--- src/gglf_pkg.sv ---
// ----------------------------------------------------------------------------
// GPS gap fill package
// Widths, codes, controller states and command/status bundles.
// ----------------------------------------------------------------------------
`timescale 1ns / 1ps
`default_nettype none

package gglf_pkg;

    localparam int MAX_SAMPLES = 1024;
    localparam int ADDR_W      = $clog2(MAX_SAMPLES);
    localparam int CNT_W       = $clog2(MAX_SAMPLES + 1);
    localparam int TIME_W      = 40;
    localparam int DEG_W       = 41;
    localparam int IDX_W       = 10;
    localparam int SCNT_W      = 11;
    localparam int STAT_W      = 2;
    localparam int DIFF_W      = DEG_W + 1;
    localparam int STEP_W      = TIME_W + 1;
    localparam int PROD_W      = DIFF_W + STEP_W + 1;
    localparam int QUO_W       = 64;
    localparam int CAP_BIT     = 62;

    localparam logic CMD_LOAD = 1'b0;
    localparam logic CMD_READ = 1'b1;

    localparam logic [STAT_W-1:0] STAT_OK      = 2'd0;
    localparam logic [STAT_W-1:0] STAT_EDGE    = 2'd1;
    localparam logic [STAT_W-1:0] STAT_ZERO_DT = 2'd2;
    localparam logic [STAT_W-1:0] STAT_RANGE   = 2'd3;

    localparam logic signed [DEG_W-1:0] MARK_LAT  = 41'sd386547056640;
    localparam logic signed [DEG_W-1:0] MARK_LON  = 41'sd773094113280;
    localparam logic signed [DEG_W-1:0] DEG_LIMIT = 41'sd773094113280;

    typedef enum logic [2:0] {
        RSEL_HOST,
        RSEL_K,
        RSEL_P,
        RSEL_Q,
        RSEL_IDX
    } gglf_rsel_t;

    typedef enum logic [4:0] {
        S_IDLE,
        S_READ_OUT,
        S_SCAN_I_RD,
        S_SCAN_I_CHK,
        S_SCAN_J_RD,
        S_SCAN_J_CHK,
        S_CLASSIFY,
        S_P_RD,
        S_P_CAP,
        S_Q_CAP,
        S_CHECK,
        S_FILL_RD,
        S_FILL_STEP,
        S_LAT_GO,
        S_LAT_WAIT,
        S_LON_GO,
        S_LON_WAIT,
        S_FILL_WR
    } gglf_state_t;

    typedef enum logic [2:0] {
        MD_IDLE,
        MD_MUL,
        MD_RND,
        MD_DIV,
        MD_DONE
    } gglf_md_state_t;

    typedef struct packed {
        logic       load_wr;
        logic       rd_en;
        gglf_rsel_t rsel;
        logic       rok_cap;
        logic       pass_begin;
        logic       k_inc;
        logic       set_i;
        logic       set_j;
        logic       classify;
        logic       cap_p;
        logic       cap_q;
        logic       cap_step;
        logic       md_go;
        logic       md_lon;
        logic       cap_lat;
        logic       cap_lon;
        logic       fill_wr;
        logic       next_run;
        logic       set_edge_err;
        logic       set_dt_err;
        logic       out_load;
    } gglf_cmd_t;

    typedef struct packed {
        logic k_ge_n;
        logic rd_marker;
        logic i_zero;
        logic i_one;
        logic j_ge_n;
        logic j1_ge_n;
        logic lead;
        logic trail;
        logic q_marker;
        logic dt_zero;
        logic idx_eq_to;
        logic md_done;
        logic out_full;
    } gglf_sts_t;

endpackage

`default_nettype wire

--- src/gglf_ctrl.sv ---
// ----------------------------------------------------------------------------
// GPS gap fill controller
// Request handling and the run-by-run fill pass sequencer.
// ----------------------------------------------------------------------------
`timescale 1ns / 1ps
`default_nettype none

module gglf_ctrl (
    input  logic                 clk,
    input  logic                 rst_n,
    input  logic                 in_valid,
    output logic                 in_ready,
    input  logic                 cmd,
    input  logic                 last,
    input  gglf_pkg::gglf_sts_t  sts_bus,
    output gglf_pkg::gglf_cmd_t  cmd_bus
);
    import gglf_pkg::*;

    gglf_state_t state_reg, state_next;

    always_ff @(posedge clk or negedge rst_n)
    begin
        if (!rst_n)
        begin
            state_reg <= S_IDLE;
        end
        else
        begin
            state_reg <= state_next;
        end
    end

    always_comb
    begin
        cmd_bus    = '0;
        cmd_bus.rsel = RSEL_HOST;
        in_ready   = 1'b0;
        state_next = state_reg;
        unique case (state_reg)
            S_IDLE:
            begin
                in_ready = 1'b1;
                if (in_valid)
                begin
                    if (cmd == CMD_READ)
                    begin
                        cmd_bus.rd_en   = 1'b1;
                        cmd_bus.rok_cap = 1'b1;
                        state_next      = S_READ_OUT;
                    end
                    else
                    begin
                        cmd_bus.load_wr = 1'b1;
                        if (last)
                        begin
                            cmd_bus.pass_begin = 1'b1;
                            state_next         = S_SCAN_I_RD;
                        end
                    end
                end
            end
            S_READ_OUT:
            begin
                if (!sts_bus.out_full)
                begin
                    cmd_bus.out_load = 1'b1;
                    state_next       = S_IDLE;
                end
            end
            S_SCAN_I_RD:
            begin
                if (sts_bus.k_ge_n)
                begin
                    state_next = S_IDLE;
                end
                else
                begin
                    cmd_bus.rd_en = 1'b1;
                    cmd_bus.rsel  = RSEL_K;
                    state_next    = S_SCAN_I_CHK;
                end
            end
            S_SCAN_I_CHK:
            begin
                if (sts_bus.rd_marker)
                begin
                    cmd_bus.set_i = 1'b1;
                    state_next    = S_SCAN_J_RD;
                end
                else
                begin
                    cmd_bus.k_inc = 1'b1;
                    state_next    = S_SCAN_I_RD;
                end
            end
            S_SCAN_J_RD:
            begin
                if (sts_bus.k_ge_n)
                begin
                    cmd_bus.set_j = 1'b1;
                    state_next    = S_CLASSIFY;
                end
                else
                begin
                    cmd_bus.rd_en = 1'b1;
                    cmd_bus.rsel  = RSEL_K;
                    state_next    = S_SCAN_J_CHK;
                end
            end
            S_SCAN_J_CHK:
            begin
                if (sts_bus.rd_marker)
                begin
                    cmd_bus.k_inc = 1'b1;
                    state_next    = S_SCAN_J_RD;
                end
                else
                begin
                    cmd_bus.set_j = 1'b1;
                    state_next    = S_CLASSIFY;
                end
            end
            S_CLASSIFY:
            begin
                // Leading run with no slope pair, or trailing run after sample 0 only
                priority if (sts_bus.i_zero && (sts_bus.j_ge_n || sts_bus.j1_ge_n))
                begin
                    cmd_bus.set_edge_err = 1'b1;
                    state_next           = S_IDLE;
                end
                else if (!sts_bus.i_zero && sts_bus.j_ge_n && sts_bus.i_one)
                begin
                    cmd_bus.set_edge_err = 1'b1;
                    state_next           = S_IDLE;
                end
                else
                begin
                    cmd_bus.classify = 1'b1;
                    state_next       = S_P_RD;
                end
            end
            S_P_RD:
            begin
                cmd_bus.rd_en = 1'b1;
                cmd_bus.rsel  = RSEL_P;
                state_next    = S_P_CAP;
            end
            S_P_CAP:
            begin
                cmd_bus.cap_p = 1'b1;
                cmd_bus.rd_en = 1'b1;
                cmd_bus.rsel  = RSEL_Q;
                state_next    = S_Q_CAP;
            end
            S_Q_CAP:
            begin
                cmd_bus.cap_q = 1'b1;
                state_next    = S_CHECK;
            end
            S_CHECK:
            begin
                priority if (sts_bus.lead && sts_bus.q_marker)
                begin
                    cmd_bus.set_edge_err = 1'b1;
                    state_next           = S_IDLE;
                end
                else if (sts_bus.dt_zero)
                begin
                    cmd_bus.set_dt_err = 1'b1;
                    state_next         = S_IDLE;
                end
                else
                begin
                    state_next = S_FILL_RD;
                end
            end
            S_FILL_RD:
            begin
                if (sts_bus.idx_eq_to)
                begin
                    if (sts_bus.trail)
                    begin
                        state_next = S_IDLE;
                    end
                    else
                    begin
                        cmd_bus.next_run = 1'b1;
                        state_next       = S_SCAN_I_RD;
                    end
                end
                else
                begin
                    cmd_bus.rd_en = 1'b1;
                    cmd_bus.rsel  = RSEL_IDX;
                    state_next    = S_FILL_STEP;
                end
            end
            S_FILL_STEP:
            begin
                cmd_bus.cap_step = 1'b1;
                state_next       = S_LAT_GO;
            end
            S_LAT_GO:
            begin
                cmd_bus.md_go = 1'b1;
                state_next    = S_LAT_WAIT;
            end
            S_LAT_WAIT:
            begin
                if (sts_bus.md_done)
                begin
                    cmd_bus.cap_lat = 1'b1;
                    state_next      = S_LON_GO;
                end
            end
            S_LON_GO:
            begin
                cmd_bus.md_go  = 1'b1;
                cmd_bus.md_lon = 1'b1;
                state_next     = S_LON_WAIT;
            end
            S_LON_WAIT:
            begin
                cmd_bus.md_lon = 1'b1;
                if (sts_bus.md_done)
                begin
                    cmd_bus.cap_lon = 1'b1;
                    state_next      = S_FILL_WR;
                end
            end
            S_FILL_WR:
            begin
                cmd_bus.fill_wr = 1'b1;
                state_next      = S_FILL_RD;
            end
            default:
            begin
                state_next = S_IDLE;
            end
        endcase
    end

endmodule

`default_nettype wire

--- config.mk ---
export PLATFORM = sky130hd
export DESIGN_NAME = gglf_ctrl
export DESIGN_NICKNAME = d
export VERILOG_FILES = /design/src/gglf_pkg.sv /design/src/gglf_ctrl.sv
export SDC_FILE = /design/constraint.sdc
export NUM_CORES = 1
export LEC_CHECK = 0
export BUFFER_PORTS_ARGS = -buffer_cell sky130_fd_sc_hd__buf_2
export CAP_MARGIN = 25
export CORE_MARGIN = 1
export CORE_UTILIZATION = 44
export CTS_BUF_LIST = sky130_fd_sc_hd__clkbuf_4 sky130_fd_sc_hd__clkbuf_8 sky130_fd_sc_hd__clkbuf_16
export DETAILED_ROUTE_END_ITERATION = 8
export GPL_TIMING_DRIVEN = 0
export PLACE_DENSITY = 0.78
export SETUP_SLACK_MARGIN = 0.15
export SKIP_LAST_GASP = 1
export SLEW_MARGIN = 20
export SYNTH_ARGS = -nofsm -noshare
export SYNTH_HDL_FRONTEND = slang
export SYNTH_SLANG_ARGS = --single-unit
--- constraint.sdc ---
create_clock -name clk -period 1.8 [get_ports clk]
set_input_delay 0.36 -clock clk [delete_from_list [all_inputs] [get_ports clk]]
set_output_delay 0.36 -clock clk [all_outputs]
set_load 0.01 [all_outputs]
* Word level (Yosys, flattened, before mapping)
Index checks and enable logic that the tools add are counted.
** Storage, ports and cells
- Register bits after elaboration :: 5
- Bits of input ports :: 18
- Output and inout port bits :: 24
** Operators by class
- Equality and inequality tests :: 22
- Multiplexer cells :: 60
- Reductions and logical operators :: 12
** Operators with widths (number)
- 5-bit one-hot mux with 18 select lines :: 1
- 5-bit by 4-bit == test with 1-bit output (second input constant) :: 8
- 5-bit two-way mux :: 8
- 1-bit two-way mux :: 33
- 5-bit by 3-bit == test with 1-bit output (second input constant) :: 4
- 4-bit two-way mux :: 4
- 2-bit two-way mux :: 7
- 3-bit one-hot mux with 4 select lines :: 1
- 5-bit by 2-bit == test with 1-bit output (second input constant) :: 2
- 5-bit == test (second input constant) :: 2
- 2-bit inequality test (second input constant) :: 4
- 2-bit OR reduction :: 4
- 3-bit two-way mux :: 2
- 1-bit one-hot mux with 2 select lines :: 3
- 5-bit by 1-bit == test with 1-bit output (second input constant) :: 1
- 5-bit zero test :: 1
- 5-bit AND reduction :: 1
- 1-bit logical AND :: 4
- 1-bit one-hot mux with 4 select lines :: 1
- 3-bit inequality test (second input constant) :: 1
- 1-bit zero test :: 1
- 1-bit logical OR :: 1

* Logic depth before layout (Yosys ltp)
Gate-level depths: netlist (run 1).
- Depth after elaboration :: 6
- Gate-level depth with buffers :: 7
- Depth with buffers taken out :: 5

* Least setup slack after synthesis (run 1)
OpenSTA, ideal clock, no wires.
- Kind :: register -> output
- From :: register state_reg[4]
- To :: output cmd_bus[0] (netlist bit)
- Arrival time :: 1.439 ns
- Slack :: 0.001 ns
- Cell stages (with the launch flop) :: 5
- Path buffers :: 2
- Cells stage by stage :: dfrtp_1 -> buf_4 -> clkbuf_1 -> or3_1 -> nor4_1
** RTL lines
- from (decl) :: line gglf_ctrl.sv:20 : gglf_state_t state_reg, state_next;
- from (signal assigned) :: line gglf_ctrl.sv:30 : state_reg <= state_next;
- to (decl) :: line gglf_ctrl.sv:16 : output gglf_pkg::gglf_cmd_t cmd_bus

==> results.md, run 1 <==
* Max Clock Freq at 451 MHz
* Maximum VDD drop at 0.820 mV
* Max reg flops at 5
* Final Max Tran Viols at 0
* Total power at 1.87 mW
* CP required at 1.44 ns
* Count leader, synth: nor2_1
* Status: complete, but fails checks
* Seq/Total Area, Yosys at 0.156
* Yosys top cell area share at 0.156
* Die X at 44.6 um
* ANT cells at 0
* Vias in the first global route at 1,110
* Worst setup EP type: output pin
* Clk slew on worst S/H paths at 0.05 ns
* Worst path max stage delay at 0.39 ns
* Pin count of the biggest net entering global routing at 11
* Clock buffer depth at 2
* Hold depth at 2
* H-tree levels at 1
* Area Overhead vs Synth at 103%
* Initial antenna violation count at 0
* Final Cycle Share at 1.23
* Area after DPL at 1070 um2
* CP max FO at 5
* Slew headroom at 0.666
* Port buffer count at 41
* Final setup viols at 26
* Gpl congestion at 0.886
* Fin. Hold Viols at 0
* Crit path buf inv count at 2
* CTS tree: yes
* Initial Utilization at 0.468
* Area of the multi-input gates at 801 um2
* Post-route DRC violation count at 1
* DP Worst Slack at -0.0898 ns
* Mapped Cells at 116
* Crit path cell chain: buf_6, nor2b_4, o21a_1, a31oi_1, o21ai_1, a211o_1, buf_2
* Crit path DAT at 1.86 ns
* Routed Wire Length at 4900 um
* IO Count at 42
* DP HPWL at 2000 um
* Reg2Reg Depth at 7
* First-pass GRT wire length at 5240 um
* Worst Skew at 0.00989 ns
* Via/cell ratio at 6.80
* CP startpoint kind: flip-flop
* Power density cells at 1150 nW/um2
* Post-Syn Nets at 134
* Routed length per instance at 22.8 um
* Minimum clock period at 2.22 ns
* Tightest Hold Check Type: input port to flip-flop
* Post-route ant nets at 0
* Routed via count at 1,463
* Final Cell Area at 1620 um2
* Mean post-synth cell area at 6.89 um2
* GRT Util Overall at 0.364
* RSZ-0062 raised after global routing: true
* Nets at 209
* Max_cap viols at 0
* Leak pwr at 0.787 nW
* Synth area leader: dfrtp_1
* FFs w/ async S/R, synth at 1.00
* CP max stage cell: dfrtp_1
* Die Area at 1990 um2
* Grt total ovfl at 0
* Initial DRC Count at 146
* Top FF cell, synth: dfrtp_1
* Core area at 1710 um2
* Crit Path Category: flip-flop to output pin
* Worst slew pin tran at 0.494 ns
* Distinct cell type count of the synthesized netlist at 48
* Sequential cell area at 126 um2
* Synth top cells by count: nor2_1, nand2_1, inv_1, nor3_1
* Mapped Area at 800 um2
* #FFs+latches synth at 5
* Clock Sinks at 5
* Clock Latency Late Sink at 0.26 ns
* Warnings, synthesis at 0
* Final WS setup at -0.418 ns
* Cts bufs inserted at 3
* Critical path depth at 7
* CP delay by family, top: compound AO/OA/AOI/OAI gates
* 1st-pass router iterations at 9
* Post-synth EDFFs at 0
* Fillcell total at 46
* Failing checks: DRC, setup timing
* Chip height at 44.6 um
* Clk root buf: clkbuf_4
* Ranking of synthesized cells by area: dfrtp_1, nor2_1, nand2_1
* Site row count at 15
* Layout cells sized above 1 at 0.653
## cell type report
type | instances | area share
Timing Repair Buffer | 70 | 0.302
Multi-Input combinational cell | 94 | 0.494
Tap cell | 25 | 0.0193
Clock buffer | 4 | 0.0185
Buffer | 10 | 0.0687
Sequential cell | 5 | 0.0780
Inverter | 7 | 0.0193
## power breakdown
| part | internal, mW | total (mW) | switching, mW |
|---|---|---|---|
| Sequential | 0.143 | 0.178 | 0.0350 |
| Clock | 0.0996 | 0.157 | 0.0578 |
| Combinational | 0.718 | 1.53 | 0.812 |
## through the flow
stage,std cells,util,hold slack [ns],setup TNS [ns]
detailed placement,182,0.628,0.180,-0.356
finish,215,0.949,0.392,-5.22
CTS,204,0.837,0.353,-2.43
global route,215,0.949,0.372,-6.36
floorplan,116,-,0.0644,0
global placement,182,0.628,0.178,-0.260
## per-layer routing
metal / global-route usage / vias up / wire [um]
met5: 0 / - / 0
met2: 0.621 / 170 / 2170
met1: 0.465 / 651 / 1660
met3: 0.0898 / 61 / 663
li1: - / 581 / -
met4: 0.0727 / 0 / 404
## kinds of logic after synthesis
kind of cell / Yosys count / synth area share
DFF: 5 / 0.156
AOI/OAI and AO/OA: 28 / 0.263
buffers and inverters: 17 / 0.100
and+or+nand+nor: 63 / 0.443
muxes: 3 / 0.0376
## worst paths after layout
path | startpoint | endpoint | slack [ns]
max in group asynchronous | rst_n | state_reg[0] | 1.18
setup reg to reg | state_reg[3] | state_reg[1] | -0.17
hold / removal | sts_bus[1] | state_reg[1] | 0.39
min in group asynchronous | rst_n | state_reg[4] | 0.45
hold reg to reg | state_reg[4] | state_reg[0] | 0.85
setup / recovery | state_reg[2] | cmd_bus[21] | -0.42
## timing repair
item / in CTS / in global routing
endpoints found under the hold margin: 5 / 0
pin swaps: 12 / 12
gates cloned: 1 / 0
resized for setup: 46 / 27
setup endpoints to repair: 26 / 27
setup buffers: 16 / 11
hold buffers: 1 / 0
## cell usage in the layout (no fill, tap or decap), types with 2 or more instances in the layout
cell type  count
a211o_1        2
a21oi_1        2
a31oi_1        2
a41o_1         2
and2_1         2
and3_4         3
buf_2         37
buf_4         20
buf_6         17
clkbuf_4       6
dfrtp_1        4
inv_1          5
mux2i_1        3
nand2_1        7
nand2_2        3
nand3_1        3
nor2_1        10
nor2_4         2
nor2b_4        2
nor3_2         4
nor3_4         2
nor4_4         2
o21ai_0        3
o21ai_1        3
o22ai_2        2
or3_4          2
No activity file was read; power rests on OpenSTA's default activity.
==> run 2: changes to the inputs <==
CORE_UTILIZATION = 48   (was 44)
PLACE_DENSITY = 0.84   (was 0.78)
clock period = 2.6 ns   (was 1.8 ns; I/O delays follow)
==> results.md, run 2 (synthesized netlist as in run 1, its figures left out) <==
* Status: finished clean
* Grt total ovfl at 0 (unchanged)
* Clock Latency Late Sink at 0.26 ns (about the same)
* Worst slew pin tran at 0.446 ns (-0.0477 ns)
* Final setup viols at 0 (-100%)
* Clock buffer depth at 2 (unchanged)
* Tightest Hold Check Type: input port to asynchronous set/reset pin
* CP required at 2.08 ns (+0.64 ns)
* IO Count at 42 (unchanged)
* Routed Wire Length at 2580 um (-47%)
* Initial antenna violation count at 0 (unchanged)
* Routed length per instance at 14.6 um (-36%)
* CP startpoint kind: flip-flop
* Final Max Tran Viols at 0 (unchanged)
* Vias in the first global route at 962 (-13%)
* Crit path DAT at 1.84 ns (-0.02 ns)
* Minimum clock period at 2.36 ns
* Nets at 180 (-14%)
* First-pass GRT wire length at 4130 um (-21%)
* RSZ-0062 raised after global routing: false
* Post-CTS setup buffers at 0 (-16)
* Clock Sinks at 5 (unchanged)
* Clk root buf: clkbuf_4
* Core area at 1520 um2 (-11%)
* Worst setup EP type: output pin
* CP max FO at 10 (+5)
* Post-route ant nets at 0 (unchanged)
* Setup TNS at 0 ns (+5.22 ns)
* Most frequent cells in the layout: buf_2, nor2_1, nand2_1
* Site row count at 14 (-1)
* Maximum VDD drop at 0.444 mV (-46%)
* GRT Util Overall at 0.294 (-0.0700)
* Most common cell after layout, fill and taps aside: buf_2
* Port buffer count at 41 (unchanged)
* CTS tree: yes
* Leak pwr at 0.586 nW (-25%)
* Gpl congestion at 0.904 (+2.0%)
* Initial Utilization at 0.525 (+0.0565)
* Final Cycle Share at 0.909
* Crit path from: state_reg[1]
* Layout cells sized above 1 at 0.373 (-0.280)
* Area Overhead vs Synth at 32.9%
* Max reg flops at 5 (unchanged)
* Pin count of the biggest net entering global routing at 11 (unchanged)
* Via/cell ratio at 6.15 (-9.7%)
* Worst Skew at 0.0107 ns (+0.000776 ns)
* Clk slew on worst S/H paths at 0.05 ns (about the same)
* Routed via count at 1,088 (-26%)
* Fin cells at 177 (-18%)
* FF-to-FF Start: state_reg[3]
* 1st-pass router iterations at 4 (-5)
* CTS resizes at 0 (-100%)
* ANT cells at 0 (unchanged)
* Power density cells at 738 nW/um2 (-36%)
* Total power at 784 uW (-58%)
* Max_cap viols at 0 (unchanged)
* DP HPWL at 1910 um (-4.4%)
* Fin. Hold Viols at 0 (unchanged)
* Die X at 42.8 um (-4.1%)
* H-tree levels at 1 (unchanged)
* Initial DRC Count at 47 (-68%)
* Slew headroom at 0.703 (+0.0370)
* Cts bufs inserted at 3 (unchanged)
* Post-route DRC violation count at 0 (-1)
* Placed cell count at 173 (-4.9%)
* Die Area at 1830 um2 (-8.0%)
* Crit Path Category: flip-flop to output pin
* # hold bufs at CTS at 0 (-1)
* Chip height at 42.8 um (-4.1%)
* Max Clock Freq at 423 MHz
## run 2: cell types whose count changed in the layout (fill, tap and decap cells not counted), moves of 5 or more
cell	change
buf_4	-18
buf_6	-16
buf_2	+7
nor3_1	+5
## run 2: metrics by stage
stage | area, um2 | worst slack (ns) | utilization | hold WS, ns
after floorplan | 800 | 0.641 | - | 0.224
after global placement | 1020 | 0.515 | 0.672 | 0.333
after detailed placement | 1020 | 0.494 | 0.672 | 0.338
after CTS | 1050 | 0.226 | 0.692 | 0.0684
after global routing | 1060 | 0.169 | 0.697 | 0.0798
final | 1060 | 0.236 | 0.697 | 0.0632
## run 2: worst max-delay path, stage by stage, from the launching register on
cell     delay [ns]
dfrtp_1        0.41
buf_4          0.18
nor2b_1        0.16
o21a_1         0.18
a31oi_1        0.16
o21ai_1        0.09
a211o_1        0.28
buf_2          0.13
## run 2: layout make-up
| class | count | area (um2) |
|---|---|---|
| clock buffers | 4 | 30.0 |
| repair buffers | 41 | 205 |
| plain buffers | 10 | 58.8 |
| inverters | 7 | 26.3 |
| flip-flops and latches | 5 | 125 |
| fillers | 150 | 462 |
| multi-input cells | 94 | 597 |
| well taps | 16 | 20.0 |
## run 2: report_power, final
| group | total [mW] | switching [mW] | internal [mW] | leakage [nW] |
|---|---|---|---|---|
| sequential | 0.127 | 0.0297 | 0.0975 | 0.0671 |
| clock | 0.107 | 0.0384 | 0.0688 | 0.0184 |
| combinational | 0.550 | 0.335 | 0.215 | 0.501 |
| total | 0.784 | 0.403 | 0.381 | 0.586 |
## run 2: metal layers
layer  track usage  share of wire  wire length (um)  up-vias
li1              -              -                 -      521
met1         0.390           0.42              1100      492
met2         0.458           0.46              1190       69
met3        0.0596          0.098               254        6
met4         0.125          0.016                42        0
met5             0              0                 0        -
## run 2: final timing paths
kind	endpoint	slack (ns)	depth (start not counted)
worst max register to register	state_reg[1]	0.82	6
max in group asynchronous	state_reg[3]	2.40	1
worst min-delay path	state_reg[2]	0.06	1
worst min register to register	state_reg[2]	0.75	2
worst max-delay path	cmd_bus[21]	0.24	7
min in group clk	state_reg[1]	0.53	2
